## src/hdl/swld_pkg.sv

```systemverilog
// Shared types and constants for the sync word length deframer.
`timescale 1ns / 1ps

package swld_pkg;

  // Parser phase codes.
  typedef enum logic [1:0] {
    PH_HUNT    = 2'd0,
    PH_HEADER  = 2'd1,
    PH_PAYLOAD = 2'd2
  } swld_phase_t;

  localparam logic [31:0] SYNC_WORD       = 32'hAABB_CCDD;
  localparam int          LEN_FIRST_BYTE  = 4;   // first header byte of the length
  localparam int          LEN_END_BYTE    = 8;   // one past the last length byte
  localparam int          FRAME_LEN_W     = 24;
  localparam int          BYTE_W          = 8;
  localparam logic [FRAME_LEN_W-1:0] MAX_FRAME_RESET = FRAME_LEN_W'(1024 * 300);

  // One payload result handed from the parser to the output register.
  typedef struct packed {
    logic                   valid;
    logic [BYTE_W-1:0]      data;
    logic                   last;
    logic [FRAME_LEN_W-1:0] length;
  } swld_result_t;

endpackage

```

## src/hdl/swld_parser.sv

```systemverilog
// Byte-at-a-time sync hunt, header collection and payload marking.
`timescale 1ns / 1ps

module swld_parser #(
  parameter int HEADER_BYTES = 12
) (
  input  logic                                clk,
  input  logic                                rst,
  input  logic                                in_fire,
  input  logic [swld_pkg::BYTE_W-1:0]         in_byte,
  input  logic [swld_pkg::FRAME_LEN_W-1:0]    max_frame_len,
  output swld_pkg::swld_result_t              result
);
  import swld_pkg::*;

  localparam int HCW = $clog2(HEADER_BYTES + 1);

  swld_phase_t            phase, phase_next;
  logic [23:0]            sync_window, sync_window_next;
  logic [HCW-1:0]         header_count, header_count_next;
  logic [31:0]            length_value, length_value_next;
  logic [FRAME_LEN_W-1:0] payload_count, payload_count_next;

  logic [31:0]            window;
  logic                   sync_hit;
  logic [HCW-1:0]         header_inc;
  logic                   header_done;
  logic [31:0]            length_new;
  logic                   length_bad;
  logic [FRAME_LEN_W-1:0] payload_inc;
  logic                   payload_last;

  assign window      = {sync_window, in_byte};
  assign sync_hit    = (window == SYNC_WORD);
  assign header_inc  = header_count + HCW'(1);
  assign header_done = (header_inc >= HCW'(HEADER_BYTES));

  // Little-endian length assembly over header bytes four to seven.
  always_comb begin
    length_new = length_value;
    if (header_count >= HCW'(LEN_FIRST_BYTE) && header_count < HCW'(LEN_END_BYTE)) begin
      case (header_count[1:0])
        2'd0:    length_new[7:0]   = in_byte;
        2'd1:    length_new[15:8]  = in_byte;
        2'd2:    length_new[23:16] = in_byte;
        default: length_new[31:24] = in_byte;
      endcase
    end
  end

  // Negative, zero, or larger than the configured maximum.
  assign length_bad = length_new[31] || (length_new == 32'd0) ||
                      (length_new[30:FRAME_LEN_W] != '0) ||
                      (length_new[FRAME_LEN_W-1:0] > max_frame_len);

  assign payload_inc  = payload_count + FRAME_LEN_W'(1);
  assign payload_last = (payload_inc >= length_value[FRAME_LEN_W-1:0]);

  // Next phase.
  always_comb begin
    phase_next = phase;
    unique case (phase)
      PH_HEADER: begin
        if (header_done) begin
          phase_next = length_bad ? PH_HUNT : PH_PAYLOAD;
        end
      end
      PH_PAYLOAD: begin
        if (payload_last) begin
          phase_next = PH_HUNT;
        end
      end
      default: begin
        phase_next = sync_hit ? PH_HEADER : PH_HUNT;
      end
    endcase
  end

  // Datapath and result.
  always_comb begin
    sync_window_next   = sync_window;
    header_count_next  = header_count;
    length_value_next  = length_value;
    payload_count_next = payload_count;
    result.valid       = 1'b0;
    result.data        = in_byte;
    result.last        = payload_last;
    result.length      = length_value[FRAME_LEN_W-1:0];
    unique case (phase)
      PH_HEADER: begin
        header_count_next = header_inc;
        length_value_next = length_new;
        if (header_done) begin
          header_count_next  = '0;
          payload_count_next = '0;
          if (length_bad) begin
            length_value_next = '0;
            sync_window_next  = '0;
          end
        end
      end
      PH_PAYLOAD: begin
        result.valid = 1'b1;
        if (payload_last) begin
          sync_window_next   = '0;
          header_count_next  = '0;
          length_value_next  = '0;
          payload_count_next = '0;
        end else begin
          payload_count_next = payload_inc;
        end
      end
      default: begin
        if (sync_hit) begin
          sync_window_next   = '0;
          header_count_next  = HCW'(LEN_FIRST_BYTE);
          length_value_next  = '0;
          payload_count_next = '0;
        end else begin
          sync_window_next = window[23:0];
        end
      end
    endcase
  end

  always_ff @(posedge clk) begin
    if (rst) begin
      phase         <= PH_HUNT;
      sync_window   <= '0;
      header_count  <= '0;
      length_value  <= '0;
      payload_count <= '0;
    end else if (in_fire) begin
      phase         <= phase_next;
      sync_window   <= sync_window_next;
      header_count  <= header_count_next;
      length_value  <= length_value_next;
      payload_count <= payload_count_next;
    end
  end

endmodule

```

## src/hdl/sync_word_length_deframer.sv

```systemverilog
// Top level of the sync word length deframer.
`timescale 1ns / 1ps

// The block takes a received byte stream, one byte per transfer, and hunts for
// the sync word AA BB CC DD with a sliding four-byte match. After a match it
// collects the rest of a HEADER_BYTES-long header, whose bytes four to seven
// hold a little-endian 32-bit payload length; the other header bytes are
// dropped. A length that is negative, zero or above max_frame_len drops the
// header and the hunt resumes. Otherwise the next length bytes come out one
// per transfer with tlast on the final one, and tdata also carries the frame
// length. Header and payload bytes never count toward a new sync word. Each
// input byte is handled in the cycle it is accepted, so one byte is taken
// every clock; the single output register is the only buffer, and input is
// taken whenever that register is empty or is being read in the same cycle.
// The maximum length register resets to 307200 and should be written only
// while no frame is in flight.
module sync_word_length_deframer #(
  parameter int HEADER_BYTES = 12
) (
  input  logic        clk,
  input  logic        rst,
  // Configuration: maximum accepted payload length in bytes.
  input  logic        cfg_wr_en,
  input  logic [23:0] cfg_wr_data,
  // Input byte stream.
  input  logic        s_axis_tvalid,
  output logic        s_axis_tready,
  input  logic [7:0]  s_axis_tdata,   // [7:0] byte_in
  // Payload byte stream.
  output logic        m_axis_tvalid,
  input  logic        m_axis_tready,
  output logic [31:0] m_axis_tdata,   // [7:0] payload_byte, [31:8] frame_length
  output logic        m_axis_tlast    // last_byte
);
  import swld_pkg::*;

  logic [FRAME_LEN_W-1:0] max_frame_len;
  logic                   in_fire;
  swld_result_t           result;

  logic                   out_valid;
  logic [BYTE_W-1:0]      out_data;
  logic                   out_last;
  logic [FRAME_LEN_W-1:0] out_length;

  // A new byte may enter whenever the output register will be free.
  assign s_axis_tready = !out_valid || m_axis_tready;
  assign in_fire       = s_axis_tvalid && s_axis_tready;

  always_ff @(posedge clk) begin
    if (rst) begin
      max_frame_len <= MAX_FRAME_RESET;
    end else if (cfg_wr_en) begin
      max_frame_len <= cfg_wr_data;
    end
  end

  swld_parser #(
    .HEADER_BYTES (HEADER_BYTES)
  ) u_parser (
    .clk           (clk),
    .rst           (rst),
    .in_fire       (in_fire),
    .in_byte       (s_axis_tdata),
    .max_frame_len (max_frame_len),
    .result        (result)
  );

  // Output register: loaded on every accepted byte, emptied when read.
  always_ff @(posedge clk) begin
    if (rst) begin
      out_valid <= 1'b0;
    end else if (in_fire) begin
      out_valid <= result.valid;
    end else if (m_axis_tready) begin
      out_valid <= 1'b0;
    end
  end

  always_ff @(posedge clk) begin
    if (in_fire) begin
      out_data   <= result.data;
      out_last   <= result.last;
      out_length <= result.length;
    end
  end

  assign m_axis_tvalid = out_valid;
  assign m_axis_tdata  = {out_length, out_data};
  assign m_axis_tlast  = out_last;

endmodule
```

## config.mk

```make
export PLATFORM = sky130hd
export DESIGN_NAME = sync_word_length_deframer
export DESIGN_NICKNAME = d
export VERILOG_FILES = /design/src/hdl/swld_pkg.sv /design/src/hdl/swld_parser.sv /design/src/hdl/sync_word_length_deframer.sv
export SDC_FILE = /design/constraint.sdc
export NUM_CORES = 1
export LEC_CHECK = 0
export BUFFER_PORTS_ARGS = -buffer_cell sky130_fd_sc_hd__buf_2
export CAP_MARGIN = 5
export CORE_ASPECT_RATIO = 1.2
export CORE_MARGIN = 1.5
export CORE_UTILIZATION = 60
export CTS_CLUSTER_SIZE = 25
export DETAILED_ROUTE_END_ITERATION = 7
export PLACE_DENSITY = 0.88
export RECOVER_POWER = 25
export SLEW_MARGIN = 10
export SYNTH_ARGS = -nofsm -noshare
export SYNTH_HDL_FRONTEND = slang
export SYNTH_HIERARCHICAL = 1
export SYNTH_SLANG_ARGS = --single-unit
```

## constraint.sdc

```tcl
create_clock -name clk -period 13.3 [get_ports clk]
set_input_delay 1.995 -clock clk [delete_from_list [all_inputs] [get_ports clk]]
set_output_delay 1.995 -clock clk [all_outputs]
set_load 0.005 [all_outputs]
```

==> impl.org, run 1 <==
** Run status
- The flow ran to the end, but the final reports show violations.
- The checks that failed: capacitance limit, slew limit.

** Critical path
- Startpoint of the worst setup timing path :: rst
- Critical path capture point type :: flip-flop
- By startpoint and endpoint, the worst setup path is classified as input port to flip-flop.
- Data required time of the worst path :: between 10 and 15 ns
- STA classifies the critical path startpoint as an input port.
- RR Startpoint :: u_parser/payload_count[0]
- Highest net fanout along the worst path :: 92
- Data arrival time of the worst path :: around 7.3 ns
- Slack of the worst reg-to-reg path :: 7.81 ns

** Layout
- From synthesis to final layout, the design area changed by 9.22%.
- For this run, the number of standard cells in the final layout without fillers is 1084.
- The multi-input combinational cells in the finished layout cover a total of 3900 um2.
- Storage element area :: around 3200 um2
- The layout has 944 filler cells.
- The final layout contains 1000 nets.
- 0 antenna diodes ended up in the layout.
- Of the cells placed in the final design, the portion with a size suffix greater than 1 is 0.117.

** Clock network
- Resized cells post-CTS :: 0
- TritonCTS built the clock tree.
- TritonCTS Buffers :: 17
- Clock latency of the later-clocked register in the worst-skew pair :: approximately 0.43 ns
- Setup bufs post-CTS :: 0
- The clock net in this run drives a total of about 140 sinks.
- Max clock buf depth :: 2
- Clock slew at the register clock pins of the worst setup and hold paths :: roughly 0.060 ns
- Post-cts hold buffer count :: 0
- Root buffer selected by CTS :: sky130_fd_sc_hd__clkbuf_16
- The H-tree generated during clock tree synthesis spans 4 levels.

** Synthesis
- The number of nets in the synthesized netlist is 984.
- Fraction of the mapped netlist area in adder cells :: 0.0887
- Of the post-synthesis cell area, the part taken by muxes is 0.0572.
- The synthesized design contains around 140 register bits.
- The Yosys step of the flow raised 6 warnings.
- Averaged over all synthesized cells, the footprint is approximately 9 um2.
- For this run, the leading register cell type out of synthesis is sky130_fd_sc_hd__dfxtp_1.
- The synthesized netlist occupies a cell area of about 8000 um2.
- The synthesized-area fraction occupied by ao, oa, aoi and oai cells was 0.121.
- Post-synthesis instance total :: just under 900
- Dominant combinational cell family by area after synthesis :: simple AND/OR/NAND/NOR gates
- Xor and xnor fraction of the mapped netlist area :: 0.0244
- Count of flip-flops with a built-in enable after synthesis :: 33
- For this run, asynchronously set or reset flops after synthesis account for 0.
- Sequential-to-total area share from yosys stat :: 0.407
- Number of distinct library cells after synthesis :: 61
- Of the total synthesized cell area, the portion taken by AND, OR, NAND and NOR gates is 0.201.

** Route
- Via Count :: around 6600
- The detail route stage leaves a number of antenna-violating nets equal to 0.
- Number of DRC violations after detailed routing :: 0
- In the final routed layout, each cell accounts on average for 17.3 um.
- For this block, the routed nets add up to roughly 19000 um of wire.
- The pre-antenna-repair detailed-routing pass consisted of 5 iterations.
- After the first detailed-routing iteration, the DRC count stood at around 770.
- After detailed routing, the number of vias per cell comes to between 6 and 7.

** Floorplanning
- The die is between 100 and 150 um wide.
- In this run the vertical extent of the chip is between 100 and 150 um.
- The floorplan step defined a die boundary enclosing 13900 um2.
- Pin placement for this block handled 72 I/O pins.
- The floorplan step defined a core boundary enclosing 12700 um2.
- Row count :: 45
- Starting density of the core :: 0.621

** GRT
- GRT Residual Overflow :: 0
- The first global-routing pass estimated slightly above 30000 um of wire.
- Overall routing resource usage :: 0.282
- Initial antenna violation count :: 0
- Entering global routing, the biggest net connects 93 pins.
- The number of global-route vias before repair is ~6300.

** Timing
- The worst path meets setup with between 6 and 7 ns of slack.
- The number of hold violations in the final report was 0.
- For the pin with the worst max-slew slack, the measured transition is 4.25 ns.
- Maximum clock rate :: approximately 140 MHz
- The final count of pins violating max slew was between 100 and 150.
- Unrepaired setup endpoints after global routing :: false
- Of the available clock period, the critical path in the final layout requires 0.522.
- Sum Neg Setup Slack :: 0 ns
- Headroom to the max-slew limit came out at -1.83.
- Count of endpoints failing setup in the final report :: 0
- Subtracting the final worst setup slack from the clock period gives 6.94 ns.
- Between clock sinks in the finished design, the worst skew comes to about 0.0063 ns.

** Power and ir drop
- IR analysis of the VDD net gives a maximum drop of 0.0824 mV.
- For this design the ratio of total power to cell area is 118 nW/um2.
- The completed layout was analyzed and its total power is approximately 0.001 W.
- Leakage Power :: 3.76 nW

** Placement
- At the end of routability-driven placement, the weighted congestion stood at 0.930.
- Detailed placer's ending HPWL :: 12400 um
- Port buffer count :: between 70 and 80
- Cell Count Post-Placement :: between 1000 and 1500
- Worst setup slack after placement :: 7.85 ns

** Min path
- Worst hold path type :: flip-flop to flip-flop
- In this run the most critical hold path is launched from u_parser/sync_window[17].

** Run
- MaxCap Viol Count :: 2
==> cell usage after synthesis (18+ instances only) <==
cell	number	area (um2)
sky130_fd_sc_hd__buf_4	35	263
sky130_fd_sc_hd__dfxtp_1	111	2220
sky130_fd_sc_hd__nand4_1	18	113
sky130_fd_sc_hd__or3_1	21	131
sky130_fd_sc_hd__ha_1	56	701
sky130_fd_sc_hd__nand3_1	53	265
sky130_fd_sc_hd__nand2_1	78	293
sky130_fd_sc_hd__edfxtp_1	33	991
sky130_fd_sc_hd__o21ai_1	22	110
sky130_fd_sc_hd__a21oi_1	75	375
sky130_fd_sc_hd__clkbuf_1	27	101
sky130_fd_sc_hd__inv_1	76	285
sky130_fd_sc_hd__nor2_1	55	206
sky130_fd_sc_hd__mux2i_1	44	440
==> layout make-up <==
| cell class | count | share of cell area |
|---|---|---|
| Clock buffer | 23 | 0.0592 |
| Timing Repair Buffer | 78 | 0.0452 |
| Inverter | 76 | 0.0331 |
| Tap cell | 164 | 0.0238 |
| Multi-Input combinational cell | 590 | 0.452 |
| Sequential cell | 144 | 0.372 |
| Clock inverter | 9 | 0.0145 |
==> power breakdown <==
part	switching (W)	total, W	leakage (nW)	internal (W)
clock network	0.000180	0.000506	0.318	0.000326
registers	0.00000530	0.000464	1.25	0.000458
logic	0.0000300	0.0000483	2.20	0.0000182
total	0.000215	0.00102	3.76	0.000803
==> metal layers <==
metal  GRT usage  up-vias  part of all wire
met3      0.0628       60             0.071
met4       0.149        0             0.039
met1       0.332     3112              0.39
li1            -     3111                 -
met2       0.481      295              0.50
met5           0        -                 0
==> worst paths after layout <==
check        cells after the start                   endpoint
min reg2reg                      2   u_parser/sync_window[17]
max reg2reg                     17  u_parser/payload_count[2]
max                              4  u_parser/length_value[27]
min                              2   u_parser/sync_window[17]
==> cells by family after synthesis <==
group,count (synthesis)
flip-flops,144
buffers and inverters,157
multiplexers,45
XOR/XNOR,22
AO/OA/AOI/OAI,160
AND/OR/NAND/NOR,307
adder cells (fa/ha/maj),56
==> state kept, by name, summed over array words and instances (netlist names), 2 cells and up <==
signal,count
max_frame_len,24
u_parser/sync_window,24
u_parser/payload_count,24
u_parser/phase,2
u_parser/length_value,32
u_parser/header_count,4
out_data,8
out_length,24
==> stage by stage <==
step                 util  hold slack (ns)  instance area [um2]
finish              0.678            0.450                 8630
global route        0.678            0.467                 8630
CTS                 0.680            0.452                 8650
detailed placement  0.630            0.446                 8010
global placement    0.630            0.434                 8010
floorplan               -            0.424                 7900
==> cell usage in the layout (no fill, tap or decap), types with 3 or more instances in the layout <==
cell type,count
sky130_fd_sc_hd__o21ai_0,16
sky130_fd_sc_hd__nor4b_1,3
sky130_fd_sc_hd__ha_1,56
sky130_fd_sc_hd__clkinv_2,4
sky130_fd_sc_hd__buf_4,5
sky130_fd_sc_hd__nand4_1,18
sky130_fd_sc_hd__o21ai_1,21
sky130_fd_sc_hd__nor2_1,55
sky130_fd_sc_hd__a21oi_1,75
sky130_fd_sc_hd__nor3b_1,6
sky130_fd_sc_hd__a32o_1,6
sky130_fd_sc_hd__nand2_1,78
sky130_fd_sc_hd__or4_1,3
sky130_fd_sc_hd__nand3_1,53
sky130_fd_sc_hd__nor2b_1,7
sky130_fd_sc_hd__buf_2,63
sky130_fd_sc_hd__bufinv_16,3
sky130_fd_sc_hd__or3_1,21
sky130_fd_sc_hd__clkbuf_16,19
sky130_fd_sc_hd__nor4_1,8
sky130_fd_sc_hd__mux2i_1,44
sky130_fd_sc_hd__nand2b_1,11
sky130_fd_sc_hd__xor2_1,6
sky130_fd_sc_hd__xnor2_1,16
sky130_fd_sc_hd__nor3_1,3
sky130_fd_sc_hd__nand3b_1,10
sky130_fd_sc_hd__edfxtp_1,33
sky130_fd_sc_hd__inv_1,76
sky130_fd_sc_hd__a21o_1,5
sky130_fd_sc_hd__dfxtp_1,111
sky130_fd_sc_hd__or2_0,5
sky130_fd_sc_hd__and3_1,8
sky130_fd_sc_hd__and2_1,5
sky130_fd_sc_hd__a211o_1,5
sky130_fd_sc_hd__o211ai_1,3
sky130_fd_sc_hd__clkbuf_1,12
sky130_fd_sc_hd__a22oi_1,10
==> worst max-delay path: stages <==
cell and delay (ns):
sky130_fd_sc_hd__buf_2 0.07, sky130_fd_sc_hd__clkbuf_1 2.96, sky130_fd_sc_hd__inv_1 1.54, sky130_fd_sc_hd__a32o_1 0.63
Power figures use the tool's default switching activity.
==> inputs of run 2 (changes only) <==
--- a/config.mk
+++ b/config.mk
@@ -9,10 +9,10 @@
 export CAP_MARGIN = 5
 export CORE_ASPECT_RATIO = 1.2
 export CORE_MARGIN = 1.5
-export CORE_UTILIZATION = 60
+export CORE_UTILIZATION = 54
 export CTS_CLUSTER_SIZE = 25
 export DETAILED_ROUTE_END_ITERATION = 7
-export PLACE_DENSITY = 0.88
+export PLACE_DENSITY = 0.84
 export RECOVER_POWER = 25
 export SLEW_MARGIN = 10
 export SYNTH_ARGS = -nofsm -noshare
==> constraint.sdc (replaced) <==
create_clock -name clk -period 5.9 [get_ports clk]
set_input_delay 0.885 -clock clk [delete_from_list [all_inputs] [get_ports clk]]
set_output_delay 0.885 -clock clk [all_outputs]
set_load 0.005 [all_outputs]
==> run 2 against run 1 <==
Net effect:
- the flow still finishes with violations (capacitance limit, slew limit)
- sequential cell count unchanged
- core utilization decreased by 8.2 points
- critical path type is now flip-flop to flip-flop
- clock power increased by 94%
==> impl.org, run 2 (synthesis results as in run 1) <==
** Run status
- Status :: finished with violations
- The checks that failed: capacitance limit, slew limit.

** Critical path
- The critical path crosses 17 cells after its start point.
- In this run the worst path has a maximum fanout of 11.
- Slack of the worst reg-to-reg path :: 0.74 ns
- CP Buf/Inv Count :: 1
- In this run the critical register-to-register path is captured at u_parser/payload_count[14].
- Critical path capture point type :: flip-flop
- Data arrival time of the worst path :: around 5.5 ns
- Crit path largest cell delay :: roughly 0.60 ns
- FF-to-FF path depth :: 17
- In this run the critical register-to-register path is launched from u_parser/payload_count[0].
- Worst Path Class, Setup :: flip-flop to flip-flop
- Category of the worst setup path launch point :: flip-flop
- Cell with the largest stage delay on the worst path :: sky130_fd_sc_hd__nor3_1
- Data required time of the worst path :: roughly 6.2 ns
- On the critical path the largest part of the delay comes from simple AND/OR/NAND/NOR gates.
- Traced cell by cell, the critical path runs through ha_1 -> and3_1 -> nand3_1 -> nor3_1 -> and2_0 -> and3_1 -> xor2_1 -> ha_1 -> a21oi_1 -> nand2_1 -> a221oi_1 -> nand3_1 -> or2_0 -> nor2_2 -> buf_4 -> nand3b_1 -> a21oi_1.

** Timing
- For the final routed database, the setup TNS stands at 0 ns.
- Unrepaired setup endpoints after global routing :: false
- The number of hold violations in the final report is 0.
- Final period demand of the worst path :: 5.16 ns
- The final count of pins violating max slew was 92.
- Fin crit share :: 0.875
- Maximum clock rate :: ~190 MHz
- Relative slew slack :: -1.75
- Count of endpoints failing setup in the final report :: 0
- Tightest Pin Transition :: just over 4 ns
- The clock arrives with roughly 0.012 ns of skew.

** Clock network
- Clock latency of the later-clocked register in the worst-skew pair :: between 0.4 and 0.5 ns
- Sinks on the clock net :: roughly 140
- The cell sitting at the root of the clock tree is a sky130_fd_sc_hd__clkbuf_16.
- The clock passes through at most 2 buffers.
- Setup bufs post-CTS :: 0
- Resized cells post-CTS :: 0
- Post-cts hold buffer count :: 0
- After clock tree synthesis, the clock-pin slew on the worst setup and hold paths is approximately 0.060 ns.
- TritonCTS built the clock tree.
- H-tree levels :: 4
- The number of clock buffers added by TritonCTS is 17.

** Floorplanning
- The floorplan step set the die width to 113 um.
- Row count :: 48
- The region available for standard cell placement spans ~14000 um2.
- The initial utilization of the core area, before any placement, comes to 0.550.
- The die covers ~15000 um2.
- The die is roughly 140 um tall.
- In this run the count of I/O pins placed on the die edge is 72.

** Layout
- Antenna fix cells :: 0
- Number of standard cells in the layout, taps in and fillers out :: 1095
- Of the cells placed in the final design, the portion with a size suffix greater than 1 is 0.120.
- Leaving out fill and tap cells, the most frequent cells in the layout are 111 x sky130_fd_sc_hd__dfxtp_1, 78 x sky130_fd_sc_hd__nand2_1, 76 x sky130_fd_sc_hd__inv_1.
- The final layout contains approximately 1000 nets.
- The area growth from synthesis to layout is 8.31%.
- Top reg by flops :: u_parser/length_value
- The library cell used most frequently in the layout, excluding fill and tap cells, is sky130_fd_sc_hd__dfxtp_1.
- The register with the most flip-flops in the layout has 32 of them.

** Power and ir drop
- Total power density per cell area :: ~250 nW/um2
- In this run the static leakage power is roughly 3.7 nW.
- Max rail drop VDD :: between 0.15 and 0.2 mV

** Route
- Via Count :: roughly 6300
- Detailed Route Iter0 Violations :: 561
- After detailed routing, the number of vias per cell comes to around 5.8.
- For this run, the detailed router's first-pass iteration total came to 5.
- Number of DRC violations after detailed routing :: 0
- The detail route stage leaves a number of antenna-violating nets equal to 0.
- Total detailed-routing wirelength :: 17800 um
- After detailed routing, the average wire length per cell comes to approximately 16 um.

** Min path
- The worst hold path passes through 2 cells.
- Hold path start :: u_parser/sync_window[21]
- Worst hold path type :: flip-flop to flip-flop
- Hold Path Sink :: u_parser/sync_window[21]

** GRT
- First-pass GRT wire length :: ~29000 um
- Entering global routing, the biggest net connects 92 pins.
- The number of global-route vias before repair is between 5000 and 6000.
- For this run, the total global-route usage over all layers was measured as 0.238.
- GRT Residual Overflow :: 0
- The initial antenna violation count is 0.

** Placement
- Detailed placer's ending HPWL :: ~12000 um
- Routability congestion estimate from global placement :: roughly 0.9
- Counting tap cells, the placed design contains a total of 1064 instances.
- Input and output buffers added on the ports amount to a little over 70.

** Run
- The tool flagged a number of max-cap violations equal to 1.
## run 2: power by group
part / leakage (nW) / switching (W) / internal, W
clock: 0.261 / 0.000422 / 0.000560
combinational: 2.21 / 0.0000669 / 0.0000411
sequential: 1.25 / 0.0000113 / 0.00103
total: 3.72 / 0.000500 / 0.00163
## run 2: worst max-delay path by stage
| stage | startpoint | to | slack [ns] |
|---|---|---|---|
| after global placement | u_parser/payload_count[0] | u_parser/length_value[25] | 1.26 |
| final | u_parser/payload_count[0] | u_parser/payload_count[14] | 0.74 |
| after CTS | u_parser/payload_count[0] | u_parser/length_value[28] | 0.94 |
| after detailed placement | u_parser/payload_count[0] | u_parser/length_value[28] | 1.02 |
| after floorplan | u_parser/payload_count[0] | u_parser/length_value[29] | 1.74 |
| after global routing | u_parser/payload_count[0] | u_parser/payload_count[21] | 0.27 |
## run 2: metal layers
layer	GRT usage	vias up	routed length, um
li1	-	3100	-
met1	0.269	2991	7340
met2	0.418	191	8960
met3	0.0532	47	856
met4	0.128	0	619
met5	0	-	0
## run 2: cell type report
cell class | count | area, um2
inverters | 76 | 285
well taps | 175 | 219
multi-input cells | 590 | 3900
fillers | 1185 | 5800
clock inverters | 12 | 85.1
repair buffers | 79 | 402
flip-flops and latches | 144 | 3210
clock buffers | 19 | 454
## run 2: per-stage QoR
stage	worst slack, ns	area [um2]	power [W]	utilization	hold slack (ns)
2_1_floorplan	1.74	7900	0.00114	-	0.424
3_3_place_gp	1.26	8030	0.00117	0.560	0.431
3_5_place_dp	1.02	8030	0.00117	0.560	0.439
4_1_cts	0.938	8570	0.00215	0.597	0.450
5_1_grt	0.266	8560	0.00220	0.596	0.470
6_report	0.737	8560	0.00213	0.596	0.448
## run 2: worst min-delay path, cell delays in order (launching register included)
cell,delay [ns]
sky130_fd_sc_hd__dfxtp_1,0.31
sky130_fd_sc_hd__nand2_1,0.05
sky130_fd_sc_hd__o21ai_1,0.05
